### config.mk
export PLATFORM = sky130hd
export DESIGN_NAME = midi_event_byte_serializer_flat
export DESIGN_NICKNAME = d
export VERILOG_FILES = /design/src/rtl/core/mebs_pkg.sv /design/src/rtl/core/mebs_req_if.sv /design/src/rtl/core/mebs_rsp_if.sv /design/src/rtl/core/mebs_ctrl.sv /design/src/rtl/core/mebs_dpath.sv /design/src/rtl/core/midi_event_byte_serializer.sv /design/src/flat_wrapper.sv
export SDC_FILE = /design/constraint.sdc
export NUM_CORES = 1
export LEC_CHECK = 0
export ABC_CLOCK_PERIOD_IN_PS = 4700
export BUFFER_PORTS_ARGS = -buffer_cell sky130_fd_sc_hd__buf_4
export CAP_MARGIN = 15
export CORE_MARGIN = 2
export CORE_UTILIZATION = 51
export CTS_BUF_LIST = sky130_fd_sc_hd__clkbuf_8
export DETAILED_ROUTE_END_ITERATION = 6
export PLACE_DENSITY = 0.71
export REMOVE_ABC_BUFFERS = 1
export SKIP_CTS_REPAIR_TIMING = 1
export SYNTH_ARGS = -nofsm -noshare
export SYNTH_HDL_FRONTEND = slang
export SYNTH_SLANG_ARGS = --single-unit
### constraint.sdc
create_clock -name clock -period 4.7 [get_ports clock]
set_input_delay 0.235 -clock clock [delete_from_list [all_inputs] [get_ports clock]]
set_output_delay 0.235 -clock clock [all_outputs]
set_load 0.02 [all_outputs]
### src/rtl/core/mebs_pkg.sv
// Shared types and constants for the MIDI event byte serializer.
package mebs_pkg;

   localparam logic [2:0] KIND_HEADER  = 3'd0;
   localparam logic [2:0] KIND_TRACK   = 3'd1;
   localparam logic [2:0] KIND_TEMPO   = 3'd2;
   localparam logic [2:0] KIND_PROGRAM = 3'd3;
   localparam logic [2:0] KIND_NOTE_ON = 3'd4;
   localparam logic [2:0] KIND_NOTE_OFF = 3'd5;
   localparam logic [2:0] KIND_EOT     = 3'd6;

   localparam logic [1:0] REG_FORMAT   = 2'd0;
   localparam logic [1:0] REG_TRACKS   = 2'd1;
   localparam logic [1:0] REG_DIVISION = 2'd2;

   localparam int unsigned CSR_ADDR_W = 4;

   localparam logic [1:0]  FORMAT_RESET   = 2'd1;
   localparam logic [15:0] TRACKS_RESET   = 16'd1;
   localparam logic [15:0] DIVISION_RESET = 16'd480;

   typedef struct packed {
      logic       load;
      logic       emit;
      logic       last;
      logic       clear_count;
      logic [3:0] byte_idx;
   } cmd_type;

   typedef struct packed {
      logic [2:0] kind;
      logic [3:0] len;
   } status_type;

endpackage

### src/rtl/core/mebs_req_if.sv
// Input event channel.
interface mebs_req_if;
   logic        valid;
   logic        ready;
   logic [2:0]  kind;
   logic [27:0] delta_time;
   logic [3:0]  channel;
   logic [6:0]  note;
   logic [6:0]  velocity;
   logic [6:0]  instrument;
   logic [23:0] tempo_value;

   modport source (output valid, kind, delta_time, channel, note, velocity, instrument,
                   tempo_value, input ready);
   modport sink (input valid, kind, delta_time, channel, note, velocity, instrument,
                 tempo_value, output ready);
endinterface

### src/rtl/core/mebs_rsp_if.sv
// Output byte channel.
interface mebs_rsp_if;
   logic        valid;
   logic        ready;
   logic [7:0]  out_byte;
   logic        last;
   logic        error;
   logic [31:0] track_length;

   modport source (output valid, out_byte, last, error, track_length, input ready);
   modport sink (input valid, out_byte, last, error, track_length, output ready);
endinterface

### src/rtl/core/mebs_ctrl.sv
// Sequencer: accepts events and steps through their bytes.
module mebs_ctrl (
   input  logic                 clock,
   input  logic                 reset,
   input  logic                 req_valid,
   output logic                 req_ready,
   output logic                 rsp_valid,
   input  logic                 rsp_ready,
   input  mebs_pkg::status_type status,
   output mebs_pkg::cmd_type    cmd
);

   localparam logic ST_IDLE = 1'b0;
   localparam logic ST_BUSY = 1'b1;

   logic       state_ff, state_in;
   logic [3:0] idx_ff, idx_in;
   logic       rsp_valid_ff, rsp_valid_in;
   logic       slot_free;

   assign slot_free = !rsp_valid_ff || rsp_ready;
   assign req_ready = (state_ff == ST_IDLE);
   assign rsp_valid = rsp_valid_ff;

   always_comb begin
      state_in = state_ff;
      idx_in   = idx_ff;
      cmd      = '0;
      cmd.byte_idx = idx_ff;
      case (state_ff)
         ST_IDLE: begin
            if (req_valid) begin
               cmd.load = 1'b1;
               idx_in   = '0;
               state_in = ST_BUSY;
            end
         end
         ST_BUSY: begin
            if (status.len == 4'd0) begin
               state_in = ST_IDLE;
            end else if (slot_free) begin
               cmd.emit = 1'b1;
               cmd.last = (idx_ff == status.len - 4'd1);
               idx_in   = idx_ff + 4'd1;
               if (cmd.last) begin
                  state_in = ST_IDLE;
                  cmd.clear_count = (status.kind == mebs_pkg::KIND_EOT);
               end
            end
         end
         default: begin
            state_in = ST_IDLE;
         end
      endcase
      if (cmd.emit) begin
         rsp_valid_in = 1'b1;
      end else if (rsp_ready) begin
         rsp_valid_in = 1'b0;
      end else begin
         rsp_valid_in = rsp_valid_ff;
      end
   end

   always_ff @(posedge clock) begin
      if (reset) begin
         state_ff     <= ST_IDLE;
         idx_ff       <= '0;
         rsp_valid_ff <= 1'b0;
      end else begin
         state_ff     <= state_in;
         idx_ff       <= idx_in;
         rsp_valid_ff <= rsp_valid_in;
      end
   end

endmodule

### src/rtl/core/mebs_dpath.sv
// Datapath: event registers, config registers, byte select, track counter, output register.
module mebs_dpath (
   input  logic                                clock,
   input  logic                                reset,
   input  mebs_pkg::cmd_type                   cmd,
   output mebs_pkg::status_type                status,
   input  logic [2:0]                          kind,
   input  logic [27:0]                         delta_time,
   input  logic [3:0]                          channel,
   input  logic [6:0]                          note,
   input  logic [6:0]                          velocity,
   input  logic [6:0]                          instrument,
   input  logic [23:0]                         tempo_value,
   input  logic                                csr_wr,
   input  logic [mebs_pkg::CSR_ADDR_W-1:0]     csr_addr,
   input  logic [31:0]                         csr_wdata,
   output logic [31:0]                         csr_rdata,
   output logic [7:0]                          out_byte,
   output logic                                last,
   output logic                                error,
   output logic [31:0]                         track_length
);

   logic [1:0]  format_ff;
   logic [15:0] tracks_ff;
   logic [15:0] division_ff;

   logic [2:0]  kind_ff;
   logic [27:0] delta_ff;
   logic [3:0]  chan_ff;
   logic [6:0]  note_ff, vel_ff, inst_ff;
   logic [23:0] tempo_ff;
   logic [3:0]  vlq_len_ff, len_ff;
   logic        err_ff;
   logic [31:0] count_ff, count_in;

   logic [7:0]  byte_out_ff;
   logic        last_ff, error_ff;
   logic [31:0] tlen_ff;

   logic [3:0]  vlq_len_in, len_in;
   logic        err_in;
   logic [1:0]  reg_sel;
   logic [3:0]  pidx;
   logic [1:0]  grp;
   logic [6:0]  grp_bits;
   logic [7:0]  sel_byte;
   logic [3:0]  idx;

   assign reg_sel = csr_addr[3:2];
   assign idx     = cmd.byte_idx;

   always_comb begin
      case (reg_sel)
         mebs_pkg::REG_FORMAT:   csr_rdata = {30'd0, format_ff};
         mebs_pkg::REG_TRACKS:   csr_rdata = {16'd0, tracks_ff};
         mebs_pkg::REG_DIVISION: csr_rdata = {16'd0, division_ff};
         default:                csr_rdata = '0;
      endcase
   end

   always_ff @(posedge clock) begin
      if (reset) begin
         format_ff   <= mebs_pkg::FORMAT_RESET;
         tracks_ff   <= mebs_pkg::TRACKS_RESET;
         division_ff <= mebs_pkg::DIVISION_RESET;
      end else if (csr_wr) begin
         case (reg_sel)
            mebs_pkg::REG_FORMAT:   format_ff   <= csr_wdata[1:0];
            mebs_pkg::REG_TRACKS:   tracks_ff   <= csr_wdata[15:0];
            mebs_pkg::REG_DIVISION: division_ff <= csr_wdata[15:0];
            default: ;
         endcase
      end
   end

   // event length at load time
   always_comb begin
      if (delta_time[27:21] != '0)      vlq_len_in = 4'd4;
      else if (delta_time[20:14] != '0) vlq_len_in = 4'd3;
      else if (delta_time[13:7] != '0)  vlq_len_in = 4'd2;
      else                              vlq_len_in = 4'd1;
      err_in = (kind == mebs_pkg::KIND_HEADER) && (format_ff == 2'd0) && (tracks_ff > 16'd1);
      case (kind)
         mebs_pkg::KIND_HEADER:   len_in = err_in ? 4'd1 : 4'd14;
         mebs_pkg::KIND_TRACK:    len_in = 4'd8;
         mebs_pkg::KIND_TEMPO:    len_in = vlq_len_in + 4'd6;
         mebs_pkg::KIND_PROGRAM:  len_in = vlq_len_in + 4'd2;
         mebs_pkg::KIND_NOTE_ON,
         mebs_pkg::KIND_NOTE_OFF,
         mebs_pkg::KIND_EOT:      len_in = vlq_len_in + 4'd3;
         default:                 len_in = 4'd0;
      endcase
   end

   always_comb begin
      count_in = count_ff;
      if (cmd.load) begin
         case (kind) inside
            mebs_pkg::KIND_TRACK: count_in = '0;
            [mebs_pkg::KIND_TEMPO:mebs_pkg::KIND_EOT]: count_in = count_ff + {28'd0, len_in};
            default: ;
         endcase
      end else if (cmd.clear_count) begin
         count_in = '0;
      end
   end

   always_ff @(posedge clock) begin
      if (reset) begin
         count_ff <= '0;
         kind_ff  <= mebs_pkg::KIND_HEADER;
         len_ff   <= '0;
      end else begin
         count_ff <= count_in;
         if (cmd.load) begin
            kind_ff <= kind;
            len_ff  <= len_in;
         end
      end
   end

   always_ff @(posedge clock) begin
      if (cmd.load) begin
         delta_ff   <= delta_time;
         chan_ff    <= channel;
         note_ff    <= note;
         vel_ff     <= velocity;
         inst_ff    <= instrument;
         tempo_ff   <= tempo_value;
         vlq_len_ff <= vlq_len_in;
         err_ff     <= err_in;
      end
   end

   assign status.kind = kind_ff;
   assign status.len  = len_ff;

   // byte select
   always_comb begin
      pidx = idx - vlq_len_ff;
      grp  = 2'(vlq_len_ff - 4'd1 - idx);
      case (grp)
         2'd0:    grp_bits = delta_ff[6:0];
         2'd1:    grp_bits = delta_ff[13:7];
         2'd2:    grp_bits = delta_ff[20:14];
         default: grp_bits = delta_ff[27:21];
      endcase
      sel_byte = 8'h00;
      case (kind_ff)
         mebs_pkg::KIND_HEADER: begin
            if (!err_ff) begin
               case (idx)
                  4'd0:    sel_byte = 8'h4D;
                  4'd1:    sel_byte = 8'h54;
                  4'd2:    sel_byte = 8'h68;
                  4'd3:    sel_byte = 8'h64;
                  4'd7:    sel_byte = 8'h06;
                  4'd9:    sel_byte = {6'd0, format_ff};
                  4'd10:   sel_byte = tracks_ff[15:8];
                  4'd11:   sel_byte = tracks_ff[7:0];
                  4'd12:   sel_byte = division_ff[15:8];
                  4'd13:   sel_byte = division_ff[7:0];
                  default: sel_byte = 8'h00;
               endcase
            end
         end
         mebs_pkg::KIND_TRACK: begin
            case (idx)
               4'd0:    sel_byte = 8'h4D;
               4'd1:    sel_byte = 8'h54;
               4'd2:    sel_byte = 8'h72;
               4'd3:    sel_byte = 8'h6B;
               default: sel_byte = 8'h00;
            endcase
         end
         default: begin
            if (idx < vlq_len_ff) begin
               sel_byte = {(idx < vlq_len_ff - 4'd1), grp_bits};
            end else begin
               case (kind_ff)
                  mebs_pkg::KIND_TEMPO: begin
                     case (pidx)
                        4'd0:    sel_byte = 8'hFF;
                        4'd1:    sel_byte = 8'h51;
                        4'd2:    sel_byte = 8'h03;
                        4'd3:    sel_byte = tempo_ff[23:16];
                        4'd4:    sel_byte = tempo_ff[15:8];
                        default: sel_byte = tempo_ff[7:0];
                     endcase
                  end
                  mebs_pkg::KIND_PROGRAM: begin
                     sel_byte = (pidx == 4'd0) ? {4'hC, chan_ff} : {1'b0, inst_ff};
                  end
                  mebs_pkg::KIND_NOTE_ON,
                  mebs_pkg::KIND_NOTE_OFF: begin
                     case (pidx)
                        4'd0: begin
                           sel_byte = (kind_ff == mebs_pkg::KIND_NOTE_ON) ?
                                      {4'h9, chan_ff} : {4'h8, chan_ff};
                        end
                        4'd1:    sel_byte = {1'b0, note_ff};
                        default: sel_byte = {1'b0, vel_ff};
                     endcase
                  end
                  default: begin
                     case (pidx)
                        4'd0:    sel_byte = 8'hFF;
                        4'd1:    sel_byte = 8'h2F;
                        default: sel_byte = 8'h00;
                     endcase
                  end
               endcase
            end
         end
      endcase
   end

   always_ff @(posedge clock) begin
      if (cmd.emit) begin
         byte_out_ff <= sel_byte;
         last_ff     <= cmd.last;
         error_ff    <= err_ff;
         tlen_ff     <= (cmd.last && kind_ff == mebs_pkg::KIND_EOT) ? count_ff : 32'd0;
      end
   end

   assign out_byte     = byte_out_ff;
   assign last         = last_ff;
   assign error        = error_ff;
   assign track_length = tlen_ff;

endmodule

### src/rtl/core/midi_event_byte_serializer.sv
// Top level of the MIDI event byte serializer.
// The event is latched at transfer; its first byte then reaches rsp_ch through the output register.
// Throughput: the byte sequencer emits one byte per cycle while rsp_ch is not stalled
// and accepts a new event only after the last byte of the current one.
// Reset: synchronous active high; clears the sequencer, track count and config
// registers (format 1, tracks 1, division 480).
module midi_event_byte_serializer (
   input  logic                             clock,
   input  logic                             reset,
   mebs_req_if.sink                         req_ch,
   mebs_rsp_if.source                       rsp_ch,
   input  logic                             csr_psel,
   input  logic                             csr_penable,
   input  logic                             csr_pwrite,
   input  logic [mebs_pkg::CSR_ADDR_W-1:0]  csr_paddr,
   input  logic [31:0]                      csr_pwdata,
   output logic [31:0]                      csr_prdata,
   output logic                             csr_pready
);

   mebs_pkg::cmd_type    cmd;
   mebs_pkg::status_type status;
   logic                 csr_wr;

   assign csr_pready = 1'b1;
   assign csr_wr     = csr_psel && csr_penable && csr_pwrite;

   mebs_ctrl u_ctrl (
      .clock     (clock),
      .reset     (reset),
      .req_valid (req_ch.valid),
      .req_ready (req_ch.ready),
      .rsp_valid (rsp_ch.valid),
      .rsp_ready (rsp_ch.ready),
      .status    (status),
      .cmd       (cmd)
   );

   mebs_dpath u_dpath (
      .clock        (clock),
      .reset        (reset),
      .cmd          (cmd),
      .status       (status),
      .kind         (req_ch.kind),
      .delta_time   (req_ch.delta_time),
      .channel      (req_ch.channel),
      .note         (req_ch.note),
      .velocity     (req_ch.velocity),
      .instrument   (req_ch.instrument),
      .tempo_value  (req_ch.tempo_value),
      .csr_wr       (csr_wr),
      .csr_addr     (csr_paddr),
      .csr_wdata    (csr_pwdata),
      .csr_rdata    (csr_prdata),
      .out_byte     (rsp_ch.out_byte),
      .last         (rsp_ch.last),
      .error        (rsp_ch.error),
      .track_length (rsp_ch.track_length)
   );

endmodule

### src/flat_wrapper.sv
// flat-port wrapper written by rule: the top's interface ports become plain ports
module midi_event_byte_serializer_flat 
  (clock, reset, csr_psel, csr_penable, csr_pwrite, csr_paddr, csr_pwdata, csr_prdata, csr_pready, req_ch_valid, req_ch_kind, req_ch_delta_time, req_ch_channel, req_ch_note, req_ch_velocity, req_ch_instrument, req_ch_tempo_value, req_ch_ready, rsp_ch_valid, rsp_ch_out_byte, rsp_ch_last, rsp_ch_error, rsp_ch_track_length, rsp_ch_ready);
  mebs_req_if req_ch_i ();
  mebs_rsp_if rsp_ch_i ();
  input  logic clock;
  input  logic reset;
  input  logic csr_psel;
  input  logic csr_penable;
  input  logic csr_pwrite;
  input  logic [mebs_pkg::CSR_ADDR_W-1:0] csr_paddr;
  input  logic [31:0] csr_pwdata;
  output logic [31:0] csr_prdata;
  output logic csr_pready;
  input wire logic [$bits(req_ch_i.valid)-1:0] req_ch_valid;
  input wire logic [$bits(req_ch_i.kind)-1:0] req_ch_kind;
  input wire logic [$bits(req_ch_i.delta_time)-1:0] req_ch_delta_time;
  input wire logic [$bits(req_ch_i.channel)-1:0] req_ch_channel;
  input wire logic [$bits(req_ch_i.note)-1:0] req_ch_note;
  input wire logic [$bits(req_ch_i.velocity)-1:0] req_ch_velocity;
  input wire logic [$bits(req_ch_i.instrument)-1:0] req_ch_instrument;
  input wire logic [$bits(req_ch_i.tempo_value)-1:0] req_ch_tempo_value;
  output wire logic [$bits(req_ch_i.ready)-1:0] req_ch_ready;
  output wire logic [$bits(rsp_ch_i.valid)-1:0] rsp_ch_valid;
  output wire logic [$bits(rsp_ch_i.out_byte)-1:0] rsp_ch_out_byte;
  output wire logic [$bits(rsp_ch_i.last)-1:0] rsp_ch_last;
  output wire logic [$bits(rsp_ch_i.error)-1:0] rsp_ch_error;
  output wire logic [$bits(rsp_ch_i.track_length)-1:0] rsp_ch_track_length;
  input wire logic [$bits(rsp_ch_i.ready)-1:0] rsp_ch_ready;
  assign req_ch_i.valid = req_ch_valid;
  assign req_ch_i.kind = req_ch_kind;
  assign req_ch_i.delta_time = req_ch_delta_time;
  assign req_ch_i.channel = req_ch_channel;
  assign req_ch_i.note = req_ch_note;
  assign req_ch_i.velocity = req_ch_velocity;
  assign req_ch_i.instrument = req_ch_instrument;
  assign req_ch_i.tempo_value = req_ch_tempo_value;
  assign req_ch_ready = req_ch_i.ready;
  assign rsp_ch_valid = rsp_ch_i.valid;
  assign rsp_ch_out_byte = rsp_ch_i.out_byte;
  assign rsp_ch_last = rsp_ch_i.last;
  assign rsp_ch_error = rsp_ch_i.error;
  assign rsp_ch_track_length = rsp_ch_i.track_length;
  assign rsp_ch_i.ready = rsp_ch_ready;
  midi_event_byte_serializer u_core (.clock(clock), .reset(reset), .req_ch(req_ch_i), .rsp_ch(rsp_ch_i), .csr_psel(csr_psel), .csr_penable(csr_penable), .csr_pwrite(csr_pwrite), .csr_paddr(csr_paddr), .csr_pwdata(csr_pwdata), .csr_prdata(csr_prdata), .csr_pready(csr_pready));
endmodule
# Word-level counts from Yosys, hierarchy flattened
# Cells that the tools add are included.
[word_totals]
regBits = 203
inputBits = 123
out_inout_bits = 77
word_cells = 136
[op_classes]
addsub = 9
order_cmp = 5
eq_ne = 34
muxes = 38
bitwise = 1
n_reduce_logical = 28
[ops]
columns = ["op", "n"]
rows = [
  ["32-bit 2-to-1 mux", 4],
  ["8-bit case mux with 10 select lines", 1],
  ["16-bit case mux with 3 select lines", 1],
  ["8-bit case mux with 2 select lines", 3],
  ["8-bit case mux with 5 select lines", 1],
  ["32-bit by 4-bit adder with 32-bit output", 1],
  ["7-bit case mux with 4 select lines", 1],
  ["8-bit 2-to-1 mux", 3],
  ["8-bit case mux with 3 select lines", 1],
  ["7-bit case mux with 3 select lines", 1],
  ["7-bit nonzero test", 3],
  ["4-bit == test (second input constant)", 5],
  ["4-bit case mux with 5 select lines", 1],
  ["3-bit == test (second input constant)", 6],
  ["4-bit by 2-bit == test with 1-bit output (second input constant)", 4],
  ["16-bit by 1-bit > comparator with 1-bit output (second input constant)", 1],
  ["4-bit 2-to-1 mux", 4],
  ["3-bit by 2-bit == test with 1-bit output (second input constant)", 4],
  ["4-bit logical NOT", 3],
  ["3-bit 2-to-1 mux", 4],
  ["4-bit by 2-bit adder with 4-bit output (second input constant)", 2],
  ["4-bit by 1-bit == test with 1-bit output (second input constant)", 2],
  ["4-bit by 3-bit == test with 1-bit output (second input constant)", 2],
  ["4-bit less-than comparator", 2],
  ["30 further kinds", 55],
]

# Depth between registers and ports, before layout
[logic_depth]
word_depth = 10
mapped_depth = 17
ltp_nobuf = 16

# Cells and area by module
# A second synthesis with hierarchy kept.
[unflattened]
cells_unflattened = 894
area_unflattened_um2 = 9720.6
[by_module_without_submodules]
columns = ["module", "instances", "cells_each", "area_each_um2"]
rows = [
  ["mebs_dpath", 1, 844, 9287.7],
  ["mebs_ctrl", 1, 47, 415.4],
  ["midi_event_byte_serializer", 1, 3, 17.5],
]

# Least setup slack after synthesis
# OpenSTA, ideal clock, no wires.
[synth_path]
path_kind = "register to register"
startpoint = "register u_core.u_ctrl.state_ff"
endpoint = "register u_core.u_dpath.chan_ff[0], enable pin"
setup_time_ns = 0.477
arrival_ns = 3.301
t_required_ns = 4.223
setup_slack_ns = 0.921
path_stages_with_launch = 6
synth_period_minus_slack_ns = 3.779
cell_sequence = "dfxtp_1 -> inv_1 -> nand2_1 -> clkbuf_1 -> inv_1 -> clkbuf_1"
[synth_lines]
columns = ["element", "line", "text"]
rows = [
  ["from (decl)", "mebs_ctrl.sv:16", "logic state_ff, state_in;"],
  ["from (signal assigned)", "mebs_ctrl.sv:70", "state_ff <= state_in;"],
  ["to (signal assigned)", "mebs_dpath.sv:126", "chan_ff <= channel;"],
  ["to (decl)", "mebs_dpath.sv:30", "logic [3:0] chan_ff;"],
]

# Worst setup path after layout
[layout_path]
startpoint = "input req_ch_delta_time[16]"
endpoint = "register u_core.u_dpath.count_ff[11]"
[layout_between]
elab_chain_cells = 9
word_cells_on_any_way = 11
[layout_rtl]
columns = ["element", "line", "text"]
rows = [
  ["from (decl)", "flat_wrapper.sv:17", "input wire logic [$bits(req_ch_i.delta_time)-1:0] req_ch_delta_time;"],
  ["7-bit nonzero test *", "mebs_dpath.sv:80", "else if (delta_time[20:14] != '0) vlq_len_in = 4'd3;"],
  ["2-bit 2-to-1 mux *", "mebs_dpath.sv:80", ""],
  ["3-bit 2-to-1 mux *", "mebs_dpath.sv:79", "if (delta_time[27:21] != '0) vlq_len_in = 4'd4;"],
  ["via u_core.u_dpath.vlq_len_in[1]", "mebs_dpath.sv:41", "logic [3:0] vlq_len_in, len_in;"],
  ["4-bit by 2-bit adder with 4-bit output (tied with other cells)", "mebs_dpath.sv:91", "mebs_pkg::KIND_EOT: len_in = vlq_len_in + 4'd3;"],
  ["4-bit case mux with 5 select lines *", "mebs_dpath.sv:84", "case (kind)"],
  ["via u_core.u_dpath.len_in[1]", "mebs_dpath.sv:41", ""],
  ["32-bit by 4-bit adder with 32-bit output *", "mebs_dpath.sv:101", "[mebs_pkg::KIND_TEMPO:mebs_pkg::KIND_EOT]: count_in = count_ff + {28'd0, len_in};"],
  ["32-bit 2-to-1 mux * (2 in a row)", "mebs_dpath.sv:99", "case (kind) inside"],
  ["32-bit 2-to-1 mux *", "mebs_dpath.sv:98", "if (cmd.load) begin"],
  ["to (signal assigned)", "mebs_dpath.sv:115", "count_ff <= count_in;"],
  ["to (decl)", "mebs_dpath.sv:35", "logic [31:0] count_ff, count_in;"],
]
# The timed path passes the listed nets; every way through them passes the cells marked *. The select of a mux whose other input is x is not followed.
# A chain may end at the register's enable or synchronous reset.

==> out/metrics.yaml <==
cts_buffers: 35
clockBufferDepth: 3
period_needed_ns: 4.20
finalWirelength_um: 25600
first_iter_violations: 685
grt_max_degree: 92
cts_root_buffer: "clkbuf_8"
fin_setup_tns_ns: 0
syn_area_per_cell_um2: 10.5
whs_ns: -0.0156
rr_worst_depth: 11
reg2reg_to: "u_core.u_dpath.out_byte[2]$_DFFE_PP_"
failed_checks: "negative hold slack"
drc: 0
yosysUniqueCellTypes: 70
die_h_um: 142
setup_viol: 0
synthCells: 919
critPathLaunchType: "input port"
cp.arrival_ns: 4.59
clk_pin_slew_ns: 0.06
hold_end: "u_core.u_dpath.division_ff[1]$_SDFFE_PP0P_"
floorplan.die_area_um2: 20100
antenna_found_initial: 1
synth_edf_count: 123
place_ws_ns: 0.565
synth_top_area_share_pct: 38.2
drv_slew: 0
synth_flop_cell: "edfxtp_1"
numPortBuffers: 164
wl_per_cell_um: 17.8
outcome: "finished, violations left"
cp_data_required_time_ns: 5.09
ant_nets: 0
io_pins: 200
synth_most_common_cell: "nand2_1"
finalWorstSetupSlack_ns: 0.501
netlist_top_cells_count: "nand2_1, edfxtp_1, dfxtp_1"
cts_tree: "yes"
hpwl_um: 16500
grt.total_usage_pct: 23.8
leakage_nw: 4.87
firstDrtPassIters: 6
clk_latency_ns: 0.53
vias: 8023
layout.nets: 1320
grt.overflow.total: 0
worst_clock_skew_ns: 0.0192
hold_viol: 3
placed_cells: 1278
r2r_start: "u_core.u_ctrl.idx_ff[0]$_SDFFE_PP0P_"
max_cap_viol_count: 0
hold_depth: 3
fin_crit_sh_pct: 89.3
rsz0062_at_grt: "false"
ir_drop_mv: 0.255
final_cells: 1436
hold_path_class: "in -> reg"
start_util_pct: 51.9
ys_warn_count: 0
cts.sinks: 202
ys_ff_latch: 202
grt_pass1_wl_um: 38100
powerDensity_nw_per_um2: 329
cp_max_fo: 14
slew_headroom_pct: 24.1
drive_above_1_share_pct: 21.1
hp-start: "csr_pwdata[1]"
worstMarginPinSlew_ns: 1.14
cts_max_level: 2
die_w_um: 142
core_area_um2: 18600
max_freq_ghz: 0.238
end_kind: "register"
area_growth_pct: 31.1
row_count: 50
vias_per_cell: 5.59
async_reset_ff_share_pct: 0
grt_pass1_vias: 7288
ys_top_cells_by_area: "edfxtp_1, dfxtp_1, nand2_1"
seq_area_frac_synth_pct: 54.5
syn_area_um2: 9670
reg2reg_slack_ns: 1.14
routabilityCongestion: 0.834
critPathKind: "in -> reg"
yosysTopAreaCell: "edfxtp_1"
-- state kept, by name, summed over array words and instances (netlist names), 2 cells and up --
register / flops
u_core.u_dpath.division_ff: 16
u_core.u_dpath.vel_ff: 7
u_core.u_dpath.delta_ff: 28
u_core.u_dpath.note_ff: 7
u_core.u_dpath.vlq_len_ff: 3
u_core.u_dpath.count_ff: 32
u_core.u_ctrl.idx_ff: 4
u_core.u_dpath.track_length: 32
u_core.u_dpath.kind_ff: 3
u_core.u_dpath.inst_ff: 7
u_core.u_dpath.tempo_ff: 24
u_core.u_dpath.format_ff: 2
u_core.u_dpath.tracks_ff: 16
u_core.u_dpath.len_ff: 4
u_core.u_dpath.chan_ff: 4
u_core.u_dpath.out_byte: 8
-- per-stage QoR --
stage / total power [mW] / instance area, um^2 / hold slack, ns / util (%)
2_1_floorplan: 2.29 / 9400 / 0.304 / -
3_3_place_gp: 2.49 / 11000 / 0.414 / 59.1
3_5_place_dp: 2.50 / 11000 / 0.415 / 59.1
4_1_cts: 4.12 / 11700 / -0.135 / 63.0
5_1_grt: 4.33 / 12700 / 0.00582 / 68.0
6_report: 4.17 / 12700 / -0.0156 / 68.0
-- logic make-up after synthesis --
kind of cell             Yosys count  synth area share [%]
adder cells (fa/ha/maj)           23                  3.21
buffers and inverters             87                  4.28
other                              2                0.0776
XOR/XNOR                          42                  3.80
AO/OA/AOI/OAI                    189                  13.2
flip-flops                       202                  54.5
multiplexers                      15                  2.46
AND/OR/NAND/NOR                  359                  18.4
-- worst max-delay path by stage --
stage / end / cells past startpoint / slack [ns] / start
floorplan: u_core.u_dpath.count_ff[6]$_SDFFE_PP0P_ / 6 / 0.78 / u_core.u_ctrl.state_ff$_SDFF_PP0_
global placement: u_core.u_dpath.count_ff[21]$_SDFFE_PP0P_ / 17 / 0.60 / req_ch_delta_time[23]
detailed placement: u_core.u_dpath.count_ff[11]$_SDFFE_PP0P_ / 17 / 0.56 / req_ch_delta_time[23]
CTS: u_core.u_dpath.count_ff[11]$_SDFFE_PP0P_ / 17 / 1.10 / req_ch_delta_time[23]
global route: u_core.u_dpath.count_ff[11]$_SDFFE_PP0P_ / 18 / 0.17 / req_ch_delta_time[16]
finish: u_core.u_dpath.count_ff[11]$_SDFFE_PP0P_ / 18 / 0.50 / req_ch_delta_time[16]
-- cell type report --
cell class	instances	area, um^2
clock inverter	20	114
antenna	1	2.50
timing repair buffer	269	2250
sequential	202	5280
inverter	21	80.1
tap	234	293
fill	1449	5960
clock buffer	44	606
multi-input combinational	645	4060
-- report_power, final --
group | leakage, nW | internal [mW] | switching (mW)
Clock | 0.406 | 0.902 | 0.734
Sequential | 1.83 | 1.97 | 0.0373
Combinational | 2.63 | 0.235 | 0.290
-- layer usage --
layer  global-route usage (%)  wire length [um]
met5                        0                 0
met4                     6.53               547
met3                     5.74              1740
met2                     37.4             12000
met1                     33.4             11300
-- placed cells by master (no fill, tap or decap), types with 33 or more instances in the layout --
cell type,instances
dlygate4sd3_1,93
dfxtp_1,79
edfxtp_1,123
nand2_1,126
xnor2_1,35
buf_4,176
nor2_1,73
clkbuf_8,44
a21oi_1,67
and2_1,33
-- critical path, stage by stage --
cell           delay [ns]
dlygate4sd3_1        0.54
buf_4                0.14
or4_1                0.53
nor4_1               0.33
a31oi_1              0.24
inv_1                0.13
ha_1                 0.13
nand2b_1             0.11
a21oi_1              0.07
a211o_1              0.33
ha_1                 0.30
a21o_1               0.11
a21oi_1              0.09
o21bai_1             0.24
o2111a_1             0.58
and4_1               0.30
xnor2_1              0.12
nor2_1               0.05
(Power assumes the default switching activity.)
